$ cat src/sv/pts_pkg.sv
// shared types, codes and helpers for the priority task scheduler
package pts_pkg;

    localparam int TASKS_DEF  = 7;
    localparam int LEVELS_DEF = 8;

    localparam int MODE_W     = 2;
    localparam int REQ_W      = 3;
    localparam int NST_W      = 2;
    localparam int CUR_W      = 3;
    localparam int PRIO_W     = 21;
    localparam int PRIO_BITS  = 3;
    localparam int PRIO_SLOTS = PRIO_W / PRIO_BITS;
    localparam int APB_DW     = 32;
    localparam int APB_AW     = 3;

    localparam logic [MODE_W-1:0] MODE_SCHEDULE = 2'd0;
    localparam logic [MODE_W-1:0] MODE_BLOCK    = 2'd1;
    localparam logic [MODE_W-1:0] MODE_UNBLOCK  = 2'd2;

    localparam logic [NST_W-1:0] TS_READY   = 2'd0;
    localparam logic [NST_W-1:0] TS_RUNNING = 2'd1;
    localparam logic [NST_W-1:0] TS_BLOCKED = 2'd2;

    typedef enum logic [1:0] {
        ST_IDLE,
        ST_EXEC,
        ST_SCAN,
        ST_FINISH
    } t_state;

    typedef struct packed {
        logic load_req;
        logic exec;
        logic scan_step;
        logic load_out;
    } t_dp_cmd;

    typedef struct packed {
        logic is_schedule;
        logic scan_done;
    } t_dp_status;

    // raw priority field of a slot, slots without a field run at level 0
    function automatic logic [PRIO_BITS-1:0] prio_of(input logic [PRIO_W-1:0] prio,
                                                     input int slot);
        logic [PRIO_BITS-1:0] p;
        p = '0;
        for (int k = 1; k <= PRIO_SLOTS; k++) begin
            if (k == slot) begin
                p = prio[PRIO_BITS*(k-1) +: PRIO_BITS];
            end
        end
        return p;
    endfunction

endpackage

$ cat src/sv/priority_task_scheduler.sv
// Fixed-priority task scheduler: each request is a schedule tick, a block or an unblock of
// a slot, and gives one result with the current slot and two flags. A schedule tick also
// runs the level scan, which examines one priority level per clock; block, unblock and an
// unused mode skip it. A new request is taken in the cycle after the previous result is
// loaded into the output register, which may still be waiting on the consumer. Task
// priorities are written at APB addresses 0 to 3 (read back there too); the user must write
// configuration only while no request is in flight, as the block itself does not enforce it.
module priority_task_scheduler #(
    parameter int TASKS  = pts_pkg::TASKS_DEF,
    parameter int LEVELS = pts_pkg::LEVELS_DEF
) (
    input  logic                        i_clk,
    input  logic                        i_rst_n,
    input  logic                        i_in_valid,
    output logic                        o_in_ready,
    input  logic [pts_pkg::MODE_W-1:0]  i_mode,
    input  logic [pts_pkg::REQ_W-1:0]   i_task_req,
    input  logic [pts_pkg::NST_W-1:0]   i_new_state,
    output logic                        o_out_valid,
    input  logic                        i_out_ready,
    output logic [pts_pkg::CUR_W-1:0]   o_current_task,
    output logic                        o_unblock_found,
    output logic                        o_round_restarted,
    input  logic                        psel,
    input  logic                        penable,
    input  logic                        pwrite,
    input  logic [pts_pkg::APB_AW-1:0]  paddr,
    input  logic [pts_pkg::APB_DW-1:0]  pwdata,
    output logic [pts_pkg::APB_DW-1:0]  prdata,
    output logic                        pready
);
    import pts_pkg::*;

    logic [PRIO_W-1:0] r_task_priorities;
    logic              cfg_wr;
    logic              cfg_hit;
    t_dp_cmd           dp_cmd;
    t_dp_status        dp_status;

    assign pready  = 1'b1;
    assign cfg_hit = (paddr[APB_AW-1] == 1'b0);
    assign cfg_wr  = psel && penable && pwrite && pready && cfg_hit;
    assign prdata  = cfg_hit ? {{(APB_DW-PRIO_W){1'b0}}, r_task_priorities} : '0;

    always_ff @(posedge i_clk) begin
        if (!i_rst_n) begin
            r_task_priorities <= '0;
        end else if (cfg_wr) begin
            r_task_priorities <= pwdata[PRIO_W-1:0];
        end
    end

    pts_controller u_ctrl (
        .i_clk       (i_clk),
        .i_rst_n     (i_rst_n),
        .i_in_valid  (i_in_valid),
        .o_in_ready  (o_in_ready),
        .o_out_valid (o_out_valid),
        .i_out_ready (i_out_ready),
        .o_cmd       (dp_cmd),
        .i_status    (dp_status)
    );

    pts_datapath #(
        .TASKS  (TASKS),
        .LEVELS (LEVELS)
    ) u_dp (
        .i_clk             (i_clk),
        .i_rst_n           (i_rst_n),
        .i_cmd             (dp_cmd),
        .o_status          (dp_status),
        .i_priorities      (r_task_priorities),
        .i_mode            (i_mode),
        .i_task_req        (i_task_req),
        .i_new_state       (i_new_state),
        .o_current_task    (o_current_task),
        .o_unblock_found   (o_unblock_found),
        .o_round_restarted (o_round_restarted)
    );

endmodule

$ cat src/sv/pts_datapath.sv
// task tables, pending scan and result registers of the scheduler
module pts_datapath #(
    parameter int TASKS  = pts_pkg::TASKS_DEF,
    parameter int LEVELS = pts_pkg::LEVELS_DEF
) (
    input  logic                        i_clk,
    input  logic                        i_rst_n,
    input  pts_pkg::t_dp_cmd            i_cmd,
    output pts_pkg::t_dp_status         o_status,
    input  logic [pts_pkg::PRIO_W-1:0]  i_priorities,
    input  logic [pts_pkg::MODE_W-1:0]  i_mode,
    input  logic [pts_pkg::REQ_W-1:0]   i_task_req,
    input  logic [pts_pkg::NST_W-1:0]   i_new_state,
    output logic [pts_pkg::CUR_W-1:0]   o_current_task,
    output logic                        o_unblock_found,
    output logic                        o_round_restarted
);
    import pts_pkg::*;

    localparam int SW   = $clog2(TASKS + 1);
    localparam int IXW  = (SW > REQ_W) ? SW : REQ_W;
    localparam int LCW  = (LEVELS > 1) ? $clog2(LEVELS) : 1;
    localparam int CMPW = (LCW > PRIO_BITS) ? LCW : PRIO_BITS;

    logic [MODE_W-1:0] r_mode;
    logic [REQ_W-1:0]  r_req;
    logic [NST_W-1:0]  r_nst;

    logic [NST_W-1:0]  r_states [1:TASKS];
    logic [NST_W-1:0]  n_states [1:TASKS];
    logic [TASKS:1]    r_blocked, n_blocked;
    logic [TASKS:1]    r_pending, n_pending;
    logic [SW-1:0]     r_cur, n_cur;
    logic [LCW-1:0]    r_lvl, n_lvl;
    logic              r_found, n_found;
    logic              r_restarted, n_restarted;

    logic [CUR_W-1:0]  r_out_task;
    logic              r_out_found;
    logic              r_out_restart;

    logic [IXW-1:0]       req_w;
    logic [IXW-1:0]       cur_w;
    logic                 req_ok;
    logic [PRIO_BITS-1:0] p3;
    logic [CMPW-1:0]      pw;
    logic                 hit;
    logic [SW-1:0]        sel;
    logic                 sel_ready;
    logic                 last_lvl;
    logic                 chosen;

    assign req_w    = IXW'(r_req);
    assign cur_w    = IXW'(r_cur);
    assign req_ok   = (req_w != '0) && (req_w <= IXW'(TASKS));
    assign last_lvl = (r_lvl == LCW'(LEVELS - 1));

    // lowest-index pending slot at the level under scan
    always_comb begin
        hit       = 1'b0;
        sel       = '0;
        sel_ready = 1'b0;
        p3        = '0;
        pw        = '0;
        for (int s = TASKS; s >= 1; s--) begin
            p3 = prio_of(i_priorities, s);
            pw = (int'(p3) >= LEVELS) ? CMPW'(LEVELS - 1) : CMPW'(p3);
            if (r_pending[s] && (pw == CMPW'(r_lvl))) begin
                hit       = 1'b1;
                sel       = SW'(s);
                sel_ready = (r_states[s] == TS_READY);
            end
        end
    end

    assign chosen = hit && sel_ready;

    assign o_status.is_schedule = (r_mode == MODE_SCHEDULE);
    assign o_status.scan_done   = chosen || last_lvl;

    always_comb begin
        n_states    = r_states;
        n_blocked   = r_blocked;
        n_pending   = r_pending;
        n_cur       = r_cur;
        n_lvl       = r_lvl;
        n_found     = r_found;
        n_restarted = r_restarted;

        if (i_cmd.exec) begin
            n_found     = 1'b0;
            n_restarted = 1'b0;
            case (r_mode)
                MODE_SCHEDULE: begin
                    for (int s = 1; s <= TASKS; s++) begin
                        if ((r_cur == SW'(s)) && (r_states[s] == TS_RUNNING)) begin
                            n_states[s] = TS_READY;
                        end
                    end
                    // nothing pending: new round over all unblocked slots
                    if (r_pending == '0) begin
                        n_restarted = 1'b1;
                        n_pending   = ~r_blocked;
                        for (int s = 1; s <= TASKS; s++) begin
                            if (!r_blocked[s]) begin
                                n_states[s] = TS_READY;
                            end
                        end
                    end
                    n_lvl = '0;
                end
                MODE_BLOCK: begin
                    for (int s = 1; s <= TASKS; s++) begin
                        if (req_ok && (req_w == IXW'(s))) begin
                            n_blocked[s] = 1'b1;
                            n_states[s]  = TS_BLOCKED;
                        end
                    end
                end
                MODE_UNBLOCK: begin
                    for (int s = 1; s <= TASKS; s++) begin
                        if (req_ok && (req_w == IXW'(s)) && r_blocked[s]) begin
                            n_blocked[s] = 1'b0;
                            n_states[s]  = r_nst;
                            n_found      = 1'b1;
                        end
                    end
                end
                default: begin
                end
            endcase
        end

        if (i_cmd.scan_step) begin
            for (int s = 1; s <= TASKS; s++) begin
                if (hit && (sel == SW'(s))) begin
                    n_pending[s] = 1'b0;
                    if (sel_ready) begin
                        n_states[s] = TS_RUNNING;
                    end
                end
            end
            if (chosen) begin
                n_cur = sel;
            end else if (last_lvl) begin
                n_cur = '0;
            end else begin
                n_lvl = r_lvl + LCW'(1);
            end
        end
    end

    always_ff @(posedge i_clk) begin
        if (!i_rst_n) begin
            for (int s = 1; s <= TASKS; s++) begin
                r_states[s] <= TS_READY;
            end
            r_blocked   <= '0;
            r_pending   <= '0;
            r_cur       <= '0;
            r_lvl       <= '0;
            r_found     <= 1'b0;
            r_restarted <= 1'b0;
        end else begin
            r_states    <= n_states;
            r_blocked   <= n_blocked;
            r_pending   <= n_pending;
            r_cur       <= n_cur;
            r_lvl       <= n_lvl;
            r_found     <= n_found;
            r_restarted <= n_restarted;
        end
    end

    always_ff @(posedge i_clk) begin
        if (i_cmd.load_req) begin
            r_mode <= i_mode;
            r_req  <= i_task_req;
            r_nst  <= i_new_state;
        end
        if (i_cmd.load_out) begin
            r_out_task    <= cur_w[CUR_W-1:0];
            r_out_found   <= r_found;
            r_out_restart <= r_restarted;
        end
    end

    assign o_current_task    = r_out_task;
    assign o_unblock_found   = r_out_found;
    assign o_round_restarted = r_out_restart;

endmodule

$ cat src/sv/pts_controller.sv
// sequencing of one event: latch, execute, level scan (schedule ticks only), hand off result
module pts_controller (
    input  logic                 i_clk,
    input  logic                 i_rst_n,
    input  logic                 i_in_valid,
    output logic                 o_in_ready,
    output logic                 o_out_valid,
    input  logic                 i_out_ready,
    output pts_pkg::t_dp_cmd     o_cmd,
    input  pts_pkg::t_dp_status  i_status
);
    import pts_pkg::*;

    t_state r_state, n_state;
    logic   r_out_valid, n_out_valid;

    always_ff @(posedge i_clk) begin
        if (!i_rst_n) begin
            r_state     <= ST_IDLE;
            r_out_valid <= 1'b0;
        end else begin
            r_state     <= n_state;
            r_out_valid <= n_out_valid;
        end
    end

    always_comb begin
        n_state     = r_state;
        n_out_valid = r_out_valid && !i_out_ready;
        o_cmd       = '0;
        o_in_ready  = 1'b0;
        case (r_state)
            ST_IDLE: begin
                o_in_ready = 1'b1;
                if (i_in_valid) begin
                    o_cmd.load_req = 1'b1;
                    n_state        = ST_EXEC;
                end
            end
            ST_EXEC: begin
                o_cmd.exec = 1'b1;
                n_state    = i_status.is_schedule ? ST_SCAN : ST_FINISH;
            end
            ST_SCAN: begin
                o_cmd.scan_step = 1'b1;
                if (i_status.scan_done) begin
                    n_state = ST_FINISH;
                end
            end
            ST_FINISH: begin
                // wait for the result register to free up
                if (!r_out_valid || i_out_ready) begin
                    o_cmd.load_out = 1'b1;
                    n_out_valid    = 1'b1;
                    n_state        = ST_IDLE;
                end
            end
            default: begin
                n_state = ST_IDLE;
            end
        endcase
    end

    assign o_out_valid = r_out_valid;

endmodule

$ cat config.mk
export PLATFORM = sky130hd
export DESIGN_NAME = priority_task_scheduler
export DESIGN_NICKNAME = d
export VERILOG_FILES = /design/src/sv/pts_pkg.sv /design/src/sv/priority_task_scheduler.sv /design/src/sv/pts_datapath.sv /design/src/sv/pts_controller.sv
export SDC_FILE = /design/constraint.sdc
export NUM_CORES = 1
export LEC_CHECK = 0
export BUFFER_PORTS_ARGS = -buffer_cell sky130_fd_sc_hd__buf_2
export CAP_MARGIN = 10
export CORE_MARGIN = 10
export CORE_UTILIZATION = 50
export CTS_CLUSTER_DIAMETER = 60
export CTS_CLUSTER_SIZE = 28
export DETAILED_ROUTE_END_ITERATION = 10
export PLACE_DENSITY = 0.84
export REMOVE_ABC_BUFFERS = 1
export SYNTH_ARGS = -nofsm -noshare
export SYNTH_HDL_FRONTEND = slang
export SYNTH_SLANG_ARGS = --single-unit
export TNS_END_PERCENT = 20
$ cat constraint.sdc
create_clock -name i_clk -period 2 [get_ports i_clk]
set_input_delay 0.4 -clock i_clk [delete_from_list [all_inputs] [get_ports i_clk]]
set_output_delay 0.4 -clock i_clk [all_outputs]
set_load 0.01 [all_outputs]
**Word-level counts from Yosys, hierarchy flattened**

Cells that the tools add are included.

- Register bits after elaboration: 72
- Latch bits: 0
- RAM bits: 0
- Bits in read-only memories: 0
- Input bits: 49
- Output and inout port bits: 40
- Word-level logic and storage cells: 282
- Memories: 0

- $add $sub $neg: 1
- Multipliers: 0
- Div/mod/pow operators: 0
- Order comparisons: 1
- Equality and inequality tests: 58
- Shift-type cells: 0
- Mux-type cells: 125
- Bitwise logic cells: 2
- Reductions and logical operators: 67

Operators by type and width:

| cell | count |
|---|---|
| 2-bit two-way mux | 45 |
| 1-bit two-way mux | 55 |
| 14-bit two-way mux | 3 |
| 3-bit two-way mux | 14 |
| 14-bit case mux with 3 select lines | 1 |
| 1-bit logical AND | 41 |
| 3-bit == test, second input constant | 13 |
| 2-bit by 1-bit inequality test with 1-bit output, second input constant | 15 |
| 7-bit two-way mux | 4 |
| 4-bit AND reduction | 7 |
| 3-bit == test | 7 |
| 21-bit two-way mux | 1 |
| 2-bit by 1-bit == test with 1-bit output, second input constant | 9 |
| 3-bit by 2-bit == test with 1-bit output, second input constant | 6 |
| 2-bit zero test | 9 |
| 7-bit case mux with 2 select lines | 1 |
| 3-bit by 1-bit == test with 1-bit output, second input constant | 3 |
| 2-bit case mux with 4 select lines | 1 |
| 7-bit zero test | 1 |
| 7-bit NOT | 1 |
| 2-bit == test, second input constant | 3 |
| 2-bit inequality test, second input constant | 2 |
| 2-bit nonzero test | 2 |
| 3-bit by 1-bit adder with 3-bit output, second input constant | 1 |
| other kinds (7) | 9 |

**Depth between registers and ports, before layout**

- Word-level depth: 13
- Mapped depth: 9
- Depth with buffers taken out: 9

**Modules after synthesis**

A second synthesis with hierarchy kept.

- Cell total of the unflattened synthesis: 512
- Area, all modules: 4361.7 µm²

By module, submodules not included:

| module | instances | cells each | area an instance (µm²) | seq. area each (µm²) |
|---|---|---|---|---|
| pts_datapath | 1 | 356 | 2997.9 | 1081.0 |
| priority_task_scheduler | 1 | 130 | 1108.6 | 420.4 |
| pts_controller | 1 | 26 | 255.2 | 60.1 |

**Least setup slack after synthesis**

Ideal clock, no wire load.

- Kind: reg-to-reg
- From: register u_ctrl.r_state[1]
- To: register u_dp.r_states[4] (netlist name)
- Library setup time: 0.116 ns
- Data arrival time: 1.810 ns
- Data required time: 1.884 ns
- Path slack: 0.074 ns
- Stages on the path, launching flop included: 10
- Buffers on the path: 2
- Period minus slack after synthesis: 1.926 ns
- Path through: dfxtp_1 -> inv_1 -> ha_1 -> clkbuf_1 -> nor2b_1 -> clkbuf_1 -> nand3_1 -> a21oi_1 -> nor2_1 -> a31o_2

- Word-level cells in the longest chain between the ends: 6
- Elaborated cells between the ends (all ways): 8
- Classes of those cells: eq/ne: 2; mux: 6

Ends and longest elaborated chain:

| what | line | text |
|---|---|---|
| start: declaration | pts_controller.sv:14 | `t_state r_state, n_state;` |
| start signal: assignment | pts_controller.sv:22 | `r_state <= n_state;` |
| 2-bit by 1-bit == test with 1-bit output | pts_controller.sv:32 | `case (r_state)` |
| 1-bit two-way mux | pts_controller.sv:32 |  |
| 14-bit two-way mux | pts_datapath.sv:90 | `if (i_cmd.exec) begin` |
| 2-bit two-way mux | pts_datapath.sv:138 | `if (sel_ready) begin` |
| 2-bit two-way mux | pts_datapath.sv:136 | `if (hit && (sel == SW'(s))) begin` |
| 14-bit two-way mux * | pts_datapath.sv:134 | `if (i_cmd.scan_step) begin` |
| end signal: assignment | pts_datapath.sv:165 | `r_states <= n_states;` |
| end: declaration | pts_datapath.sv:29 | `logic [NST_W-1:0] r_states [1:TASKS];` |

Every way passes the cells marked *; elsewhere a longest branch is shown, timed or not.
A chain may end at the register's enable or synchronous reset.

**Worst setup path in the final report**

- From: register u_dp.r_pending[4] (netlist name)
- To: register u_dp.r_states[0] (netlist name)

- Word-level cells in the longest chain between the ends: 9
- Elaborated cells between the ends (all ways): 22
- Classes of those cells: eq/ne: 1; mux: 18; reduce/logical: 3

Ends and longest elaborated chain:

| what | line | text |
|---|---|---|
| start: declaration | pts_datapath.sv:32 | `logic [TASKS:1] r_pending, n_pending;` |
| start signal: assignment | pts_datapath.sv:167 | `r_pending <= n_pending;` |
| 1-bit logical AND | pts_datapath.sv:68 | `if (r_pending[s] && (pw == CMPW'(r_lvl))) begin` |
| 3-bit two-way mux (4 in a row) | pts_datapath.sv:68 |  |
| 3-bit == test | pts_datapath.sv:136 |  |
| 1-bit logical AND | pts_datapath.sv:136 |  |
| 2-bit two-way mux | pts_datapath.sv:136 |  |
| 14-bit two-way mux * | pts_datapath.sv:134 |  |

Marked as above.

==> flow_results.xml <==
<?xml version="1.0" encoding="UTF-8"?>
<metrics>
  <group name="placed_design">
    <metric name="place.gp.congestion" unit="">0.9468</metric>
    <metric name="portBuffers" unit="">63</metric>
    <metric name="dp.cells" unit="">698</metric>
    <metric name="dp_hpwl" unit="microns">8997</metric>
  </group>
  <group name="sta">
    <metric name="tightestPinTransition" unit="ps">735.6</metric>
    <metric name="timing.final.crit_period" unit="ps">2118</metric>
    <metric name="finalMaxSlewViolations" unit="">0</metric>
    <metric name="max-slew-margin-rel" unit="">0.5093</metric>
    <metric name="timing.final.hold_violations" unit="">0</metric>
    <metric name="fin_worst_skew" unit="ps">14.84</metric>
    <metric name="final_count_of_negative_setup_slack_endpoints" unit="">7</metric>
    <metric name="finalWorstSetupSlack" unit="ps">-118.2</metric>
    <metric name="rsz0062_at_grt" unit="">yes</metric>
    <metric name="layout_worst_path_cycle_share" unit="">1.059</metric>
    <metric name="max_clock_freq" unit="MHz">472.1</metric>
  </group>
  <group name="yosys">
    <metric name="synthesis.instances" unit="">513</metric>
    <metric name="synth_cell_type_count" unit="">62</metric>
    <metric name="largest_area_contributor_in_the_synthesized_netlist" unit="">sky130_fd_sc_hd__dfxtp_1</metric>
    <metric name="dominantRegCellSynth" unit="">sky130_fd_sc_hd__dfxtp_1</metric>
    <metric name="synth_top_area_share" unit="">0.2894</metric>
    <metric name="synth.ff_latch_count" unit="">72</metric>
    <metric name="yosysWarningCount" unit="">0</metric>
    <metric name="synth-seq-area-share" unit="">0.3762</metric>
    <metric name="synth_edf_count" unit="">12</metric>
    <metric name="syn-mean-instance-area" unit="sq um">8.090</metric>
    <metric name="yosys-top-cells-area" unit="">sky130_fd_sc_hd__dfxtp_1 29%, sky130_fd_sc_hd__edfxtp_1 8.7%, sky130_fd_sc_hd__a21oi_1 7.2%</metric>
    <metric name="async_flop_share" unit="">0</metric>
    <metric name="synth_area" unit="sq um">4150</metric>
  </group>
  <group name="die">
    <metric name="placeableCoreArea" unit="sq um">8134</metric>
    <metric name="placement_rows" unit="">33</metric>
    <metric name="horizontal_die_dimension" unit="microns">111.1</metric>
    <metric name="pin_count" unit="">89</metric>
    <metric name="initial_core_util" unit="">0.5102</metric>
    <metric name="chipHeight" unit="microns">111.1</metric>
    <metric name="fp.dieArea" unit="sq um">12340</metric>
  </group>
  <group name="power_and_ir_drop">
    <metric name="cellPowerDensity" unit="nW/um^2">1013</metric>
    <metric name="p_int" unit="mW">3.178</metric>
    <metric name="p_switching" unit="mW">2.011</metric>
    <metric name="vdd_ir_drop_max" unit="uV">675.1</metric>
    <metric name="power.clock.fraction" unit="">0.219</metric>
    <metric name="fin_total_pwr" unit="mW">5.189</metric>
    <metric name="seqPwrFrac" unit="">0.357</metric>
    <metric name="switching_share" unit="">0.3875</metric>
    <metric name="static-leakage-power" unit="nW">2.008</metric>
    <metric name="combPwrFrac" unit="">0.424</metric>
  </group>
  <group name="worst_setup_path">
    <metric name="cp-end-kind" unit="">flop</metric>
    <metric name="setup.worst_path.class" unit="">reg -&gt; reg</metric>
    <metric name="cp_data_arrival_time" unit="ps">2410</metric>
    <metric name="crit_required" unit="ps">2290</metric>
    <metric name="crit_slowest_cell" unit="">sky130_fd_sc_hd__dfxtp_1</metric>
    <metric name="critical_path.startpoint_type" unit="">flop</metric>
    <metric name="slowest_delay" unit="ps">450</metric>
    <metric name="cp_cell_sequence" unit="">nor3b_1 -&gt; nand4_1 -&gt; mux2_4 -&gt; o211ai_2 -&gt; buf_4 -&gt; nand4_1 -&gt; nor2_2 -&gt; o21a_1</metric>
    <metric name="worstPathMaxFanout" unit="">4</metric>
    <metric name="crit_top_cell" unit="">sky130_fd_sc_hd__nand4_1</metric>
  </group>
  <group name="run_status">
    <metric name="status" unit="">complete, but fails checks</metric>
    <metric name="violations_in_the_final_reports" unit="">setup timing</metric>
  </group>
  <group name="global_route">
    <metric name="grt_usage" unit="">0.1875</metric>
    <metric name="grt_max_degree" unit="">26</metric>
    <metric name="number_of_antenna_violations_at_the_first_check_in_global_routing" unit="">0</metric>
    <metric name="first_global_vias" unit="">4065</metric>
    <metric name="grt_pass1_wl" unit="microns">19660</metric>
    <metric name="globalRouteOverflowTotal" unit="">0</metric>
  </group>
  <group name="clock_tree">
    <metric name="cts.sinks" unit="">72</metric>
    <metric name="cts.root.buffer_cell" unit="">sky130_fd_sc_hd__clkbuf_8</metric>
    <metric name="ctsHtreeMaxLevel" unit="">3</metric>
    <metric name="clock_latency" unit="ps">360</metric>
    <metric name="cts.hold.buffers_added" unit="">0</metric>
    <metric name="number_of_buffers_added_by_the_clock_tree_synthesis_step" unit="">9</metric>
    <metric name="ctsLongestPathBuffers" unit="">2</metric>
    <metric name="cts_tree" unit="">built</metric>
    <metric name="clkTransAtPathRegs" unit="ps">80</metric>
  </group>
  <group name="routing">
    <metric name="viasPerCell" unit="">5.852</metric>
    <metric name="wl_per_cell" unit="microns">17.34</metric>
    <metric name="routed-via-count" unit="">4196</metric>
    <metric name="post-route-drc-count" unit="">0</metric>
    <metric name="drt-total-wl" unit="microns">12430</metric>
    <metric name="drt-pass1-iter-count" unit="">5</metric>
    <metric name="number_of_routed_nets_with_antenna_violations" unit="">0</metric>
    <metric name="drtIter0Drc" unit="">325</metric>
  </group>
  <group name="finish">
    <metric name="final-instance-count-excl-fill" unit="">717</metric>
    <metric name="finish.net_count" unit="">666</metric>
    <metric name="diode_insertion_count_for_antenna_repair" unit="">0</metric>
    <metric name="area_growth_syn_to_layout" unit="%">23.39</metric>
    <metric name="layout.core_utilization" unit="">0.6296</metric>
    <metric name="num-fill-cells" unit="">656</metric>
    <metric name="drive_above_1_share" unit="">0.2810</metric>
  </group>
  <group name="hold_path">
    <metric name="worstHoldPathType" unit="">in -&gt; reg</metric>
  </group>
  <group name="job">
    <metric name="max-cap-violations" unit="">0</metric>
  </group>
</metrics>
==> worst max-delay path: cells and delay by family (launching register included) <==
kind            cells  cell delay (ps)
simple gates        4              880
flops               1              450
mux                 1              300
compound gates      2              260
buf+inv             1              160
==> what timing repair did <==
| item | 4_1_cts | 5_1_grt |
|---|---|---|
| endpoints found under the setup margin | 21 | 18 |
| pin swaps | 2 | 12 |
| buffers inserted | 0 | 3 |
| gates resized for setup | 11 | 23 |
==> cell usage in the layout (no fill, tap or decap), types with 3 or more instances in the layout <==
| cell type | n |
|---|---|
| sky130_fd_sc_hd__nand2_1 | 69 |
| sky130_fd_sc_hd__buf_2 | 63 |
| sky130_fd_sc_hd__a21oi_1 | 59 |
| sky130_fd_sc_hd__dfxtp_1 | 57 |
| sky130_fd_sc_hd__buf_4 | 49 |
| sky130_fd_sc_hd__nor2_1 | 37 |
| sky130_fd_sc_hd__o21ai_0 | 29 |
| sky130_fd_sc_hd__nor2b_1 | 28 |
| sky130_fd_sc_hd__nand4_1 | 14 |
| sky130_fd_sc_hd__nand3_1 | 14 |
| sky130_fd_sc_hd__conb_1 | 12 |
| sky130_fd_sc_hd__edfxtp_1 | 12 |
| sky130_fd_sc_hd__xnor2_1 | 11 |
| sky130_fd_sc_hd__xnor2_2 | 10 |
| sky130_fd_sc_hd__inv_1 | 9 |
| sky130_fd_sc_hd__nand2b_1 | 9 |
| sky130_fd_sc_hd__clkbuf_8 | 9 |
| sky130_fd_sc_hd__ha_1 | 8 |
| sky130_fd_sc_hd__o211ai_1 | 7 |
| sky130_fd_sc_hd__a31oi_1 | 7 |
| sky130_fd_sc_hd__and2_1 | 6 |
| sky130_fd_sc_hd__nor3_2 | 5 |
| sky130_fd_sc_hd__nor3b_1 | 5 |
| sky130_fd_sc_hd__o21a_1 | 5 |
| sky130_fd_sc_hd__nor3_1 | 4 |
| sky130_fd_sc_hd__a311oi_1 | 4 |
| sky130_fd_sc_hd__clkbuf_1 | 4 |
| sky130_fd_sc_hd__nand4b_1 | 3 |
| sky130_fd_sc_hd__nor2_2 | 3 |
| sky130_fd_sc_hd__o22ai_1 | 3 |
| sky130_fd_sc_hd__dfxtp_4 | 3 |
==> kinds of logic (layout without fill, tap and decap cells) <==
| group | after synthesis | in the layout | synth area share |
|---|---|---|---|
| multiplexers | 3 | 3 | 0.008742 |
| AND/OR/NAND/NOR | 216 | 216 | 0.2650 |
| other | 2 | 12 | 0.001810 |
| adder cells (fa/ha/maj) | 10 | 10 | 0.03015 |
| XOR/XNOR | 21 | 21 | 0.04432 |
| AO/OA/AOI/OAI | 141 | 141 | 0.2140 |
| buffers and inverters | 48 | 137 | 0.05969 |
| flip-flops | 72 | 72 | 0.3762 |
==> registers in the layout (all words and copies together), names as in the netlist <==
register,cells
r_task_priorities,21
u_ctrl.o_out_valid,1
u_ctrl.r_state,2
u_dp.cur_w,3
u_dp.o_current_task,3
u_dp.o_round_restarted,1
u_dp.o_unblock_found,1
u_dp.r_blocked,7
u_dp.r_found,1
u_dp.r_lvl,3
u_dp.r_mode,2
u_dp.r_nst,2
u_dp.r_pending,7
u_dp.r_req,3
u_dp.r_restarted,1
u_dp.r_states,14
==> cell usage after synthesis (all sizes together), types with 2 or more instances <==
master and number:
a21o 2, a21oi 60, a221oi 2, a22o 2, a311oi 5, a31oi 7, and2 6, and3 2
and4 2, buf 16, clkbuf 23, conb 2, dfxtp 60, edfxtp 12, ha 10, inv 9
mux2 2, nand2 70, nand2b 9, nand3 14, nand3b 2, nand4 16, nand4b 3, nor2 40
nor2b 28, nor3 9, nor3b 6, o211a 2, o211ai 9, o21a 5, o21ai 32, o221a 2
o221ai 2, o22ai 3, o31ai 2, or2 2, xnor2 21
==> power groups by stage <==
stage | combinational [mW] | clock [mW] | sequential (mW)
after floorplan | 1.25 | 0 | 1.81
after global placement | 1.96 | 0 | 1.84
after detailed placement | 2.04 | 0 | 1.86
after CTS | 2.08 | 1.14 | 1.83
after global routing | 2.41 | 1.19 | 1.87
final | 2.20 | 1.14 | 1.85
==> stage by stage <==
stage / area (sq um) / worst slack, ps / hold WS [ps] / setup TNS (ps)
2_1_floorplan: 3974 / -7.686 / 409.3 / -7.686
4_1_cts: 4991 / 18.36 / 216.2 / 0
3_3_place_gp: 4766 / -49.77 / 426.3 / -177.7
6_report: 5121 / -118.2 / 222.7 / -469.2
5_1_grt: 5121 / -179.8 / 217.3 / -1363
3_5_place_dp: 4766 / -186.4 / 425.2 / -1557
==> final cells by class <==
| type | instances | area, sq um | share of cell area |
|---|---|---|---|
| clock inverter | 3 | 42.54 | 0.008307 |
| tap | 105 | 131.4 | 0.02565 |
| sequential | 72 | 1573 | 0.3071 |
| timing repair buffer | 112 | 683.2 | 0.1334 |
| clock buffer | 13 | 138.9 | 0.02712 |
| inverter | 9 | 33.78 | 0.006597 |
| multi-input combinational | 403 | 2519 | 0.4918 |
==> metal layers <==
metal  global-route usage  vias up  routed length (microns)
li1                     -     1980                        -
met5                    0        -                        0
met4              0.07883        0                      291
met1               0.2173     1981                     4942
met3              0.04437       31                      964
met2               0.3223      204                     6231
==> worst paths after layout <==
check,from,endpoint,slack [ps],cells past startpoint
max,u_dp.r_pending[4]$_SDFF_PN0_,u_dp.r_states[0]$_SDFF_PN0_,-120,8
min,i_task_req[0],u_dp.r_req[0]$_DFFE_PP_,220,1
max reg2reg,u_dp.r_pending[4]$_SDFF_PN0_,u_dp.r_states[0]$_SDFF_PN0_,-120,8
min reg2reg,u_dp.r_found$_SDFFE_PN0N_,u_dp.o_unblock_found$_DFFE_PP_,440,0
No activity file was read; power rests on OpenSTA's default activity.
